`src/hw/rtl/bqc_pkg.sv`:
```
// Shared types and constants for the biquad cascade filter.
// Number formats, operation codes and the controller-to-datapath command word.
// No dependencies.
`timescale 1ns / 1ps

package bqc_pkg;

    // Default for the top-level MAX_SECTIONS parameter
    localparam int MAX_SECTIONS_DEF = 16;

    localparam int SMP_W     = 16;  // sample width
    localparam int SEC_IN_W  = 4;   // section field width
    localparam int CSEL_W    = 3;   // coef_select field width
    localparam int COEF_W    = 20;  // coefficient width, Q4.16
    localparam int COEF_FRAC = 16;
    localparam int SIG_W     = 40;  // internal signal width, Q24.16
    localparam int SIG_FRAC  = 16;
    localparam int HALF_W    = SIG_W / 2;
    localparam int PROD_W    = COEF_W + HALF_W + 1;
    localparam int ACC_W     = 62;
    localparam int CFG_W     = 5;
    localparam int NUM_COEFS = 5;
    localparam int STEP_W    = 4;

    localparam int IN_DATA_W  = 48;
    localparam int OUT_DATA_W = 16;

    // operation codes (s_tuser)
    localparam logic OP_FILTER = 1'b0;
    localparam logic OP_COEF   = 1'b1;

    // coefficient selects, also the term order inside a section
    localparam logic [CSEL_W-1:0] CSEL_A1 = 3'd0;
    localparam logic [CSEL_W-1:0] CSEL_A2 = 3'd1;
    localparam logic [CSEL_W-1:0] CSEL_B0 = 3'd2;
    localparam logic [CSEL_W-1:0] CSEL_B1 = 3'd3;
    localparam logic [CSEL_W-1:0] CSEL_B2 = 3'd4;

    // multiplier signal operand
    typedef enum logic [1:0] {
        OPND_W1,
        OPND_W2,
        OPND_W0
    } bqc_opnd_t;

    typedef struct packed {
        logic              x_load;    // take sample, clear clip flag
        logic              coef_wr;   // coefficient write from input word
        logic              dly_rd;    // fetch w1/w2 of current section
        logic [CSEL_W-1:0] coef_term; // coefficient read address within section
        logic              mul_hi;    // multiply upper half of operand
        bqc_opnd_t         opnd;
        logic              acc_clr;   // preset accumulator to rounding half
        logic              acc_add;
        logic              w0_load;
        logic              y_load;    // section output becomes next input
        logic              dly_wr;
        logic              out_load;
    } bqc_cmd_t;

endpackage

```
`src/hw/rtl/bqc_ctrl.sv`:
```
// Sequencer for the biquad cascade: handshakes, section loop, per-section schedule.
// Depends on bqc_pkg. Drives bqc_datapath through bqc_cmd_t.
`timescale 1ns / 1ps

module bqc_ctrl #(
    parameter int MAX_SECTIONS = bqc_pkg::MAX_SECTIONS_DEF,
    parameter int SEC_W        = (MAX_SECTIONS > 1) ? $clog2(MAX_SECTIONS) : 1
) (
    input  logic                      aclk,
    input  logic                      aresetn,
    input  logic                      s_tvalid,
    input  logic                      s_op,
    output logic                      s_tready,
    output logic                      m_tvalid,
    input  logic                      m_tready,
    input  logic                      cfg_we,
    input  logic [bqc_pkg::CFG_W-1:0] cfg_wdata,
    output logic [SEC_W-1:0]          sec_idx,
    output bqc_pkg::bqc_cmd_t         cmd
);

    localparam int CNT_W = $clog2(MAX_SECTIONS + 1);

    // per-section schedule; a product lands in the step after its multiply
    localparam logic [bqc_pkg::STEP_W-1:0] STEP_READ   = 4'd0;
    localparam logic [bqc_pkg::STEP_W-1:0] STEP_A1_LO  = 4'd1;
    localparam logic [bqc_pkg::STEP_W-1:0] STEP_A1_HI  = 4'd2;
    localparam logic [bqc_pkg::STEP_W-1:0] STEP_A2_LO  = 4'd3;
    localparam logic [bqc_pkg::STEP_W-1:0] STEP_A2_HI  = 4'd4;
    localparam logic [bqc_pkg::STEP_W-1:0] STEP_FB_ACC = 4'd5;
    localparam logic [bqc_pkg::STEP_W-1:0] STEP_W0     = 4'd6;
    localparam logic [bqc_pkg::STEP_W-1:0] STEP_B0_LO  = 4'd7;
    localparam logic [bqc_pkg::STEP_W-1:0] STEP_B0_HI  = 4'd8;
    localparam logic [bqc_pkg::STEP_W-1:0] STEP_B1_LO  = 4'd9;
    localparam logic [bqc_pkg::STEP_W-1:0] STEP_B1_HI  = 4'd10;
    localparam logic [bqc_pkg::STEP_W-1:0] STEP_B2_LO  = 4'd11;
    localparam logic [bqc_pkg::STEP_W-1:0] STEP_B2_HI  = 4'd12;
    localparam logic [bqc_pkg::STEP_W-1:0] STEP_FF_ACC = 4'd13;
    localparam logic [bqc_pkg::STEP_W-1:0] STEP_Y      = 4'd14;

    typedef enum logic [2:0] {
        ST_IDLE   = 3'b001,
        ST_RUN    = 3'b010,
        ST_FINISH = 3'b100
    } state_t;

    state_t                      state_reg, state_next;
    logic [bqc_pkg::STEP_W-1:0]  step_reg, step_next;
    logic [CNT_W-1:0]            sec_cnt_reg, sec_cnt_next;
    logic [CNT_W-1:0]            nsec_reg, nsec_next;
    logic                        m_tvalid_reg, m_tvalid_next;
    logic                        last_sec;
    logic                        out_free;

    assign s_tready = aresetn && (state_reg == ST_IDLE);
    assign m_tvalid = m_tvalid_reg;
    assign sec_idx  = sec_cnt_reg[SEC_W-1:0];
    assign last_sec = ((sec_cnt_reg + CNT_W'(1)) == nsec_reg);
    assign out_free = !m_tvalid_reg || m_tready;

    always_comb begin
        if (!cfg_we) begin
            nsec_next = nsec_reg;
        end else if (32'(cfg_wdata) > MAX_SECTIONS) begin
            nsec_next = CNT_W'(MAX_SECTIONS);
        end else begin
            nsec_next = CNT_W'(cfg_wdata);
        end
    end

    always_comb begin
        state_next    = state_reg;
        step_next     = step_reg;
        sec_cnt_next  = sec_cnt_reg;
        m_tvalid_next = m_tvalid_reg && !m_tready;
        cmd           = '0;
        cmd.opnd      = bqc_pkg::OPND_W1;
        cmd.coef_term = bqc_pkg::CSEL_B2;

        unique case (state_reg)
            ST_IDLE: begin
                if (s_tvalid && s_tready) begin
                    if (s_op == bqc_pkg::OP_COEF) begin
                        cmd.coef_wr = 1'b1;
                    end else begin
                        cmd.x_load   = 1'b1;
                        step_next    = STEP_READ;
                        sec_cnt_next = '0;
                        state_next   = (nsec_reg == '0) ? ST_FINISH : ST_RUN;
                    end
                end
            end
            ST_RUN: begin
                step_next = step_reg + bqc_pkg::STEP_W'(1);
                unique case (step_reg)
                    STEP_READ: begin
                        cmd.dly_rd    = 1'b1;
                        cmd.acc_clr   = 1'b1;
                        cmd.coef_term = bqc_pkg::CSEL_A1;
                    end
                    STEP_A1_LO: begin
                        cmd.coef_term = bqc_pkg::CSEL_A1;
                        cmd.opnd      = bqc_pkg::OPND_W1;
                    end
                    STEP_A1_HI: begin
                        cmd.coef_term = bqc_pkg::CSEL_A2;
                        cmd.opnd      = bqc_pkg::OPND_W1;
                        cmd.mul_hi    = 1'b1;
                        cmd.acc_add   = 1'b1;
                    end
                    STEP_A2_LO: begin
                        cmd.coef_term = bqc_pkg::CSEL_A2;
                        cmd.opnd      = bqc_pkg::OPND_W2;
                        cmd.acc_add   = 1'b1;
                    end
                    STEP_A2_HI: begin
                        cmd.coef_term = bqc_pkg::CSEL_B0;
                        cmd.opnd      = bqc_pkg::OPND_W2;
                        cmd.mul_hi    = 1'b1;
                        cmd.acc_add   = 1'b1;
                    end
                    STEP_FB_ACC: begin
                        cmd.coef_term = bqc_pkg::CSEL_B0;
                        cmd.acc_add   = 1'b1;
                    end
                    STEP_W0: begin
                        cmd.coef_term = bqc_pkg::CSEL_B0;
                        cmd.w0_load   = 1'b1;
                        cmd.acc_clr   = 1'b1;
                    end
                    STEP_B0_LO: begin
                        cmd.coef_term = bqc_pkg::CSEL_B0;
                        cmd.opnd      = bqc_pkg::OPND_W0;
                    end
                    STEP_B0_HI: begin
                        cmd.coef_term = bqc_pkg::CSEL_B1;
                        cmd.opnd      = bqc_pkg::OPND_W0;
                        cmd.mul_hi    = 1'b1;
                        cmd.acc_add   = 1'b1;
                    end
                    STEP_B1_LO: begin
                        cmd.coef_term = bqc_pkg::CSEL_B1;
                        cmd.opnd      = bqc_pkg::OPND_W1;
                        cmd.acc_add   = 1'b1;
                    end
                    STEP_B1_HI: begin
                        cmd.coef_term = bqc_pkg::CSEL_B2;
                        cmd.opnd      = bqc_pkg::OPND_W1;
                        cmd.mul_hi    = 1'b1;
                        cmd.acc_add   = 1'b1;
                    end
                    STEP_B2_LO: begin
                        cmd.opnd    = bqc_pkg::OPND_W2;
                        cmd.acc_add = 1'b1;
                    end
                    STEP_B2_HI: begin
                        cmd.opnd    = bqc_pkg::OPND_W2;
                        cmd.mul_hi  = 1'b1;
                        cmd.acc_add = 1'b1;
                    end
                    STEP_FF_ACC: begin
                        cmd.acc_add = 1'b1;
                    end
                    STEP_Y: begin
                        cmd.y_load = 1'b1;
                        cmd.dly_wr = 1'b1;
                        step_next  = STEP_READ;
                        if (last_sec) begin
                            state_next = ST_FINISH;
                        end else begin
                            sec_cnt_next = sec_cnt_reg + CNT_W'(1);
                        end
                    end
                    default: begin
                        step_next = STEP_READ;
                    end
                endcase
            end
            ST_FINISH: begin
                if (out_free) begin
                    cmd.out_load  = 1'b1;
                    m_tvalid_next = 1'b1;
                    state_next    = ST_IDLE;
                end
            end
            default: begin
                state_next = ST_IDLE;
            end
        endcase
    end

    always_ff @(posedge aclk) begin
        if (!aresetn) begin
            state_reg    <= ST_IDLE;
            step_reg     <= STEP_READ;
            sec_cnt_reg  <= '0;
            nsec_reg     <= '0;
            m_tvalid_reg <= 1'b0;
        end else begin
            state_reg    <= state_next;
            step_reg     <= step_next;
            sec_cnt_reg  <= sec_cnt_next;
            nsec_reg     <= nsec_next;
            m_tvalid_reg <= m_tvalid_next;
        end
    end

endmodule

```
`src/hw/rtl/bqc_datapath.sv`:
```
// Datapath of the biquad cascade: coefficient and delay memories, shared
// 20x21 multiplier, accumulator, rounding and saturation. Depends on bqc_pkg.
`timescale 1ns / 1ps

module bqc_datapath #(
    parameter int MAX_SECTIONS = bqc_pkg::MAX_SECTIONS_DEF,
    parameter int SEC_W        = (MAX_SECTIONS > 1) ? $clog2(MAX_SECTIONS) : 1
) (
    input  logic                                 aclk,
    input  logic                                 aresetn,
    input  logic signed [bqc_pkg::SMP_W-1:0]     s_sample,
    input  logic        [bqc_pkg::SEC_IN_W-1:0]  s_section,
    input  logic        [bqc_pkg::CSEL_W-1:0]    s_coef_select,
    input  logic signed [bqc_pkg::COEF_W-1:0]    s_coef_value,
    input  logic        [SEC_W-1:0]              sec_idx,
    input  bqc_pkg::bqc_cmd_t                    cmd,
    output logic signed [bqc_pkg::SMP_W-1:0]     m_filtered,
    output logic                                 m_saturated
);

    localparam int SIG_W  = bqc_pkg::SIG_W;
    localparam int HALF_W = bqc_pkg::HALF_W;
    localparam int ACC_W  = bqc_pkg::ACC_W;
    localparam int RND_W  = ACC_W - bqc_pkg::COEF_FRAC;
    localparam int DIFF_W = RND_W + 1;
    localparam int FIN_W  = SIG_W + 1;
    localparam int XR_W   = FIN_W - bqc_pkg::SIG_FRAC;
    localparam int SMP_W  = bqc_pkg::SMP_W;
    localparam int NCOEF  = MAX_SECTIONS * bqc_pkg::NUM_COEFS;
    localparam int CA_W   = $clog2(NCOEF);
    localparam logic signed [ACC_W-1:0] ACC_HALF = ACC_W'(1) << (bqc_pkg::COEF_FRAC - 1);
    localparam logic signed [FIN_W-1:0] FIN_HALF = FIN_W'(1) << (bqc_pkg::SIG_FRAC - 1);
    localparam logic [SIG_W-1:0] SIG_POS = {1'b0, {(SIG_W-1){1'b1}}};
    localparam logic [SIG_W-1:0] SIG_NEG = {1'b1, {(SIG_W-1){1'b0}}};
    localparam logic [SMP_W-1:0] SMP_POS = {1'b0, {(SMP_W-1){1'b1}}};
    localparam logic [SMP_W-1:0] SMP_NEG = {1'b1, {(SMP_W-1){1'b0}}};

    // memories; valid bits stand in for the zero reset
    logic [bqc_pkg::COEF_W-1:0] coef_mem [NCOEF];
    logic [NCOEF-1:0]           coef_vld_reg;
    logic [2*SIG_W-1:0]         dly_mem [MAX_SECTIONS];
    logic [MAX_SECTIONS-1:0]    dly_vld_reg;

    logic        [CA_W-1:0]              wr_addr, rd_addr;
    logic                                wr_ok;
    logic signed [bqc_pkg::COEF_W-1:0]   coef_rd_reg;
    logic signed [SIG_W-1:0]             w1_reg, w2_reg, w0_reg, x_reg;
    logic signed [SIG_W-1:0]             opnd_full;
    logic signed [HALF_W:0]              opnd_half;
    logic signed [bqc_pkg::PROD_W-1:0]   prod_reg, prod_next;
    logic                                prod_hi_reg;
    logic signed [ACC_W-1:0]             acc_reg, acc_next, prod_ext;
    logic signed [RND_W-1:0]             acc_rnd;
    logic signed [DIFF_W-1:0]            w0_diff;
    logic signed [SIG_W-1:0]             w0_sat, y_sat;
    logic                                w0_ovf, y_ovf;
    logic signed [FIN_W-1:0]             fin_sum;
    logic signed [XR_W-1:0]              fin_rnd;
    logic signed [SMP_W-1:0]             fin_sat;
    logic                                fin_ovf;
    logic                                sat_reg;
    logic signed [SMP_W-1:0]             filtered_reg;
    logic                                saturated_reg;

    assign wr_ok = cmd.coef_wr && (32'(s_section) < MAX_SECTIONS)
                   && (s_coef_select <= bqc_pkg::CSEL_B2);
    // sec * 5 + term
    assign wr_addr = (CA_W'(s_section) << 2) + CA_W'(s_section) + CA_W'(s_coef_select);
    assign rd_addr = (CA_W'(sec_idx) << 2) + CA_W'(sec_idx) + CA_W'(cmd.coef_term);

    always_ff @(posedge aclk) begin
        if (wr_ok) begin
            coef_mem[wr_addr] <= s_coef_value;
        end
        coef_rd_reg <= coef_vld_reg[rd_addr] ? coef_mem[rd_addr] : '0;
    end

    always_ff @(posedge aclk) begin
        if (cmd.dly_wr) begin
            dly_mem[sec_idx] <= {w1_reg, w0_reg};
        end
        if (cmd.dly_rd) begin
            if (dly_vld_reg[sec_idx]) begin
                {w2_reg, w1_reg} <= dly_mem[sec_idx];
            end else begin
                w2_reg <= '0;
                w1_reg <= '0;
            end
        end
    end

    always_ff @(posedge aclk) begin
        if (!aresetn) begin
            coef_vld_reg <= '0;
            dly_vld_reg  <= '0;
        end else begin
            if (wr_ok) begin
                coef_vld_reg[wr_addr] <= 1'b1;
            end
            if (cmd.dly_wr) begin
                dly_vld_reg[sec_idx] <= 1'b1;
            end
        end
    end

    // 40-bit operand taken as signed upper half and unsigned lower half
    always_comb begin
        case (cmd.opnd)
            bqc_pkg::OPND_W1: opnd_full = w1_reg;
            bqc_pkg::OPND_W2: opnd_full = w2_reg;
            bqc_pkg::OPND_W0: opnd_full = w0_reg;
            default:          opnd_full = w1_reg;
        endcase
        if (cmd.mul_hi) begin
            opnd_half = {opnd_full[SIG_W-1], opnd_full[SIG_W-1:HALF_W]};
        end else begin
            opnd_half = {1'b0, opnd_full[HALF_W-1:0]};
        end
    end

    assign prod_next = coef_rd_reg * opnd_half;

    always_ff @(posedge aclk) begin
        prod_reg    <= prod_next;
        prod_hi_reg <= cmd.mul_hi;
    end

    always_comb begin
        prod_ext = ACC_W'(prod_reg);
        if (prod_hi_reg) begin
            prod_ext = prod_ext <<< HALF_W;
        end
        if (cmd.acc_clr) begin
            acc_next = ACC_HALF;
        end else if (cmd.acc_add) begin
            acc_next = acc_reg + prod_ext;
        end else begin
            acc_next = acc_reg;
        end
    end

    // accumulator starts at half an LSB, so a floor shift rounds
    assign acc_rnd = RND_W'(acc_reg >>> bqc_pkg::COEF_FRAC);
    assign w0_diff = DIFF_W'(x_reg) - DIFF_W'(acc_rnd);

    always_comb begin
        w0_ovf = !((&w0_diff[DIFF_W-1:SIG_W-1]) || !(|w0_diff[DIFF_W-1:SIG_W-1]));
        if (w0_ovf) begin
            w0_sat = w0_diff[DIFF_W-1] ? SIG_NEG : SIG_POS;
        end else begin
            w0_sat = w0_diff[SIG_W-1:0];
        end
        y_ovf = !((&acc_rnd[RND_W-1:SIG_W-1]) || !(|acc_rnd[RND_W-1:SIG_W-1]));
        if (y_ovf) begin
            y_sat = acc_rnd[RND_W-1] ? SIG_NEG : SIG_POS;
        end else begin
            y_sat = acc_rnd[SIG_W-1:0];
        end
    end

    assign fin_sum = FIN_W'(x_reg) + FIN_HALF;
    assign fin_rnd = fin_sum[FIN_W-1:bqc_pkg::SIG_FRAC];

    always_comb begin
        fin_ovf = !((&fin_rnd[XR_W-1:SMP_W-1]) || !(|fin_rnd[XR_W-1:SMP_W-1]));
        if (fin_ovf) begin
            fin_sat = fin_rnd[XR_W-1] ? SMP_NEG : SMP_POS;
        end else begin
            fin_sat = fin_rnd[SMP_W-1:0];
        end
    end

    always_ff @(posedge aclk) begin
        acc_reg <= acc_next;
        if (cmd.x_load) begin
            x_reg   <= {{(SIG_W-SMP_W-bqc_pkg::SIG_FRAC){s_sample[SMP_W-1]}}, s_sample,
                        {bqc_pkg::SIG_FRAC{1'b0}}};
            sat_reg <= 1'b0;
        end else if (cmd.w0_load) begin
            sat_reg <= sat_reg | w0_ovf;
        end else if (cmd.y_load) begin
            x_reg   <= y_sat;
            sat_reg <= sat_reg | y_ovf;
        end
        if (cmd.w0_load) begin
            w0_reg <= w0_sat;
        end
        if (cmd.out_load) begin
            filtered_reg  <= fin_sat;
            saturated_reg <= sat_reg | fin_ovf;
        end
    end

    assign m_filtered  = filtered_reg;
    assign m_saturated = saturated_reg;

endmodule

```
`src/hw/rtl/biquad_cascade_filter.sv`:
```
// Top level of the biquad cascade filter (direct form II, fixed point).
// Depends on bqc_pkg, bqc_ctrl and bqc_datapath.
//
//  channel  | ports                      | word
//  ---------+----------------------------+---------------------------------------
//  input    | s_tvalid s_tready s_tdata  | filter sample or coefficient write
//           | s_tuser                    |
//  result   | m_tvalid m_tready m_tdata  | filtered sample plus clip flag
//           | m_tuser                    |
//  config   | cfg_we cfg_wdata           | section_count
//
// A coefficient write is taken without leaving the idle state. A sample runs
// through the N active sections in turn: each section runs 10 passes through one shared 20x21
// multiplier plus memory read, rounding and write-back steps.
// Reset (aresetn low, synchronous) zeroes section_count, coefficients and delays.
// The result sits in an output register; the next word is taken while it waits,
// and a finished sample stalls only until that register frees up.
`timescale 1ns / 1ps

module biquad_cascade_filter #(
    parameter int MAX_SECTIONS = bqc_pkg::MAX_SECTIONS_DEF
) (
    input  logic                           aclk,
    input  logic                           aresetn,
    input  logic                           s_tvalid,
    output logic                           s_tready,
    // sample[15:0], section[19:16], coef_select[22:20], coef_value[42:23], zero pad
    input  logic [bqc_pkg::IN_DATA_W-1:0]  s_tdata,
    // operation
    input  logic                           s_tuser,
    output logic                           m_tvalid,
    input  logic                           m_tready,
    // filtered[15:0]
    output logic [bqc_pkg::OUT_DATA_W-1:0] m_tdata,
    // saturated
    output logic                           m_tuser,
    input  logic                           cfg_we,
    input  logic [bqc_pkg::CFG_W-1:0]      cfg_wdata
);

    localparam int SEC_W = (MAX_SECTIONS > 1) ? $clog2(MAX_SECTIONS) : 1;

    logic signed [bqc_pkg::SMP_W-1:0]    s_sample;
    logic        [bqc_pkg::SEC_IN_W-1:0] s_section;
    logic        [bqc_pkg::CSEL_W-1:0]   s_coef_select;
    logic signed [bqc_pkg::COEF_W-1:0]   s_coef_value;
    logic signed [bqc_pkg::SMP_W-1:0]    m_filtered;
    logic        [SEC_W-1:0]             sec_idx;
    bqc_pkg::bqc_cmd_t                   cmd;

    assign s_sample      = s_tdata[15:0];
    assign s_section     = s_tdata[19:16];
    assign s_coef_select = s_tdata[22:20];
    assign s_coef_value  = s_tdata[42:23];
    assign m_tdata       = m_filtered;

    bqc_ctrl #(
        .MAX_SECTIONS (MAX_SECTIONS),
        .SEC_W        (SEC_W)
    ) u_ctrl (
        .aclk      (aclk),
        .aresetn   (aresetn),
        .s_tvalid  (s_tvalid),
        .s_op      (s_tuser),
        .s_tready  (s_tready),
        .m_tvalid  (m_tvalid),
        .m_tready  (m_tready),
        .cfg_we    (cfg_we),
        .cfg_wdata (cfg_wdata),
        .sec_idx   (sec_idx),
        .cmd       (cmd)
    );

    bqc_datapath #(
        .MAX_SECTIONS (MAX_SECTIONS),
        .SEC_W        (SEC_W)
    ) u_datapath (
        .aclk          (aclk),
        .aresetn       (aresetn),
        .s_sample      (s_sample),
        .s_section     (s_section),
        .s_coef_select (s_coef_select),
        .s_coef_value  (s_coef_value),
        .sec_idx       (sec_idx),
        .cmd           (cmd),
        .m_filtered    (m_filtered),
        .m_saturated   (m_tuser)
    );

endmodule

```
`config.mk`:
```
export PLATFORM = sky130hd
export DESIGN_NAME = biquad_cascade_filter
export DESIGN_NICKNAME = d
export VERILOG_FILES = /design/src/hw/rtl/bqc_pkg.sv /design/src/hw/rtl/bqc_ctrl.sv /design/src/hw/rtl/bqc_datapath.sv /design/src/hw/rtl/biquad_cascade_filter.sv
export SDC_FILE = /design/constraint.sdc
export NUM_CORES = 2
export LEC_CHECK = 0
export BUFFER_PORTS_ARGS = -buffer_cell sky130_fd_sc_hd__buf_2
export CAP_MARGIN = 20
export CORE_MARGIN = 8
export CORE_UTILIZATION = 60
export DETAILED_ROUTE_END_ITERATION = 12
export GPL_TIMING_DRIVEN = 0
export PLACE_DENSITY = 0.8
export SLEW_MARGIN = 10
export SYNTH_ARGS = -nofsm -noshare
export SYNTH_HDL_FRONTEND = slang
export SYNTH_SLANG_ARGS = --single-unit
```
`constraint.sdc`:
```
create_clock -name aclk -period 20.9 [get_ports aclk]
set_clock_uncertainty 0.05 [all_clocks]
set_input_delay 6.27 -clock aclk [delete_from_list [all_inputs] [get_ports aclk]]
set_output_delay 6.27 -clock aclk [all_outputs]
set_load 0.05 [all_outputs]
```
==> run_results.csv <==
group,metric,value,unit
outcome,status,"complete, no violations",
timing,holdWs,0.408,ns
yosys,synth_cells,8483,
detailed_routing,drtIter0Drc,13400,
floorplan,dieWidth,513,um
clock_network,clk_latency,1.01,ns
worst_setup_path,r2r_setup_slack,8.74,ns
timing,setup-tns-final,0,ns
final_layout,mostFrequentLayoutCell,"edfxtp_1",
yosys,synth-async-reset-ratio,0,%
floorplan,core_area,246000,sq um
grt,global_route.usage.total,32.4,%
placement,pre_cts_ws,6.87,ns
final_layout,drive_above_1_share,20.6,%
yosys,muxShareOfSynthArea,14.9,%
worst_setup_path,crit_arrival,7.81,ns
worst_setup_path,crit_path_end_kind,"primary output",
yosys,yosysTopAreaCell,"edfxtp_1",
yosys,synth_area,148000,sq um
timing,max_freq,70.8,MHz
clock_network,cts_setup_buffers,0,
grt,grt_first_pass_wirelength,618000,um
final_layout,mostFrequentLayoutCells,"edfxtp_1 (3041), mux4_2 (928), inv_1 (555)",
yosys,synth-edff-count,3041,
final_layout,nNetsFinal,9834,
clock_network,numCtsBuffers,340,
worst_setup_path,r2r_start,"u_ctrl.state_reg[1]$_SDFFE_PN0P_",
detailed_routing,wl,434000,um
timing,worst_pin_slew,1.24,ns
yosys,netlist.area_leader.share,61.6,%
yosys,synth_area_leaders,"edfxtp_1 (62%), mux4_2 (14%), fa_1 (6.0%)",
worst_setup_path,rr_endpoint,"u_datapath.prod_reg[39]$_DFF_P_",
hold_path,hold_end,"u_datapath.acc_reg[14]$_SDFFE_PP0P_",
floorplan,die_h,513,um
clock_network,cts_resized,0,
hold_path,hold_path_depth,2,
pwr,p_leak,57.4,nW
grt,grt_max_degree,81,
yosys,synth_top_family_by_area,"multiplexers",
yosys,synth_seq_cells,3296,
worst_setup_path,path_max_fanout,7,
clock_network,cts_tree,"built",
final_layout,num-fill-cells,14900,
detailed_routing,wire_per_inst,34.5,um
yosys,synthFlopType,"edfxtp_1",
pwr,powerDensity,80.7,nW/um^2
timing,relSlewSlack,17.6,%
timing,worst_slack,6.77,ns
clock_network,cts_root_buffer,"clkbuf_16",
timing,setup_violations,0,
yosys,synth-xor-area-share,0.939,%
worst_setup_path,cp.required,14.58,ns
detailed_routing,routed_via_density,6.90,
timing,final_hold_viol_count,0,
placement,portBuffers,70,
placement,placed_area,156000,sq um
clock_network,cts.sinks,3296,
final_layout,finalInstanceArea,167000,sq um
yosys,ys_warn_count,0,
hold_path,hold_path_class,"flop to flop",
detailed_routing,vias,86800,
timing,rsz0062_at_grt,"no",
yosys,ys_seq_area_share,65.0,%
grt,grt_pass1_vias,88100,
worst_setup_path,crit_type,"input port to primary output",
detailed_routing,ant_nets,0,
yosys,yosys.area_share.adder,8.02,%
placement,dp_hpwl,272000,um
yosys,yosysUniqueCellTypes,84,
detailed_routing,drc_errors,0,
hold_path,holdCritStartpoint,"u_datapath.acc_reg[14]$_SDFFE_PP0P_",
flow_run,max_cap_viol_count,0,
final_layout,area_growth,12.9,%
worst_setup_path,cp-start-kind,"input port",
clock_network,cts.htree.levels,5,
detailed_routing,dr.pass1.iters,8,
floorplan,die_area,263000,sq um
yosys,syn-num-nets,9227,
timing,period_share,67.6,%
clock_network,clk_pin_slew,0.05,ns
floorplan,start_util,60.3,%
worst_setup_path,reg2reg_depth,36,
grt,gr-total-overflow,0,
clock_network,cts_hold_buf,0,
final_layout,largest_reg_flops,1600,
yosys,syn_avg_cell_area,17.5,sq um
yosys,synth_compound_area_share,3.88,%
grt,antenna_found_initial,27,
floorplan,rows,182,
yosys,synth-simple-area-share,4.74,%
timing,fin_crit,14.13,ns
pwr,ir_drop,0.000112,V
placement,gp_congestion,0.945,
floorplan,pin_count,78,
timing,finalMaxSlewViolations,0,
clock_network,clk_path_buf_depth,4,
through the flow:
stage	util (%)	total power, mW	std cells
floorplan	-	7.37	8483
global placement	62.1	7.46	11800
detailed placement	63.4	7.48	11900
CTS	67.9	13.5	12500
global route	68.1	13.7	12600
finish	68.1	13.5	12600
cells in the mapped netlist, types with 5 or more instances:
cell / count
mux4_2: 928
mux2i_1: 46
o31ai_1: 9
a211o_1: 6
buf_1: 61
or2_2: 10
clkbuf_1: 348
and4_1: 6
nand2b_1: 30
inv_1: 556
o22ai_1: 12
a22oi_1: 6
edfxtp_1: 3041
fa_1: 444
a21o_1: 138
and3_1: 27
nor3_1: 31
nor2_1: 297
and2_1: 250
a21oi_1: 254
a41oi_1: 6
o21ai_1: 10
nand3_1: 51
xnor2_1: 103
xor2_1: 56
nand4_1: 40
a31oi_1: 17
mux2_2: 60
o21a_1: 117
nor2b_1: 165
o211ai_1: 8
a211oi_1: 56
buf_2: 28
nand2_1: 478
nand3b_1: 5
a21boi_0: 7
o21bai_1: 29
ha_1: 241
a221oi_1: 25
dfxtp_1: 255
or3_1: 13
o21ai_0: 125
nor4_1: 11
how the worst max path moves through the flow:
stage	to	slack, ns	start
after floorplan	s_tready	7.62	aresetn
after global placement	u_datapath.dly_mem[0][26]$_DFFE_PP_	4.87	u_ctrl.sec_cnt_reg[0]$_SDFFE_PN0P_
after detailed placement	s_tready	6.87	aresetn
after CTS	s_tready	6.89	aresetn
after global routing	s_tready	6.87	aresetn
final	s_tready	6.77	aresetn
cells by family (layout without fill, tap and decap cells):
group / count (synthesis) / after routing
flip-flops: 3296 / 3296
AND/OR/NAND/NOR: 1437 / 1437
multiplexers: 1034 / 1034
buffers and inverters: 999 / 1859
AO/OA/AOI/OAI: 873 / 873
adder cells (fa/ha/maj): 685 / 685
XOR/XNOR: 159 / 159
other: 0 / 11
area by class of cell:
type	instances	area (sq um)	share of cell area (%)
flip-flops and latches	3296	96400	57.6
multi-input cells	4188	48700	29.1
clock buffers	419	9040	5.40
well taps	3220	4030	2.41
repair buffers	265	3360	2.01
inverters	556	2090	1.25
clock inverters	176	2010	1.20
plain buffers	443	1740	1.04
diodes	11	27.5	0.0164
critical path, cell delays in order:
cell      delay [ns]
clkbuf_1        0.52
and3b_1         0.62
buf_2           0.38
routing by layer:
layer	routed length (um)	track usage, %	vias up
li1	-	-	33800
met5	244	0	-
met4	26600	16.0	16
met3	54000	8.29	1473
met2	207000	51.9	7315
met1	147000	41.7	44200
report_power, final:
part	internal, mW	switching [mW]	leakage (nW)
Sequential	7.15	0.00537	30.2
Clock	3.56	2.60	5.39
Combinational	0.0450	0.149	21.8
Total	10.8	2.76	57.4
Power figures use the tool's default switching activity.
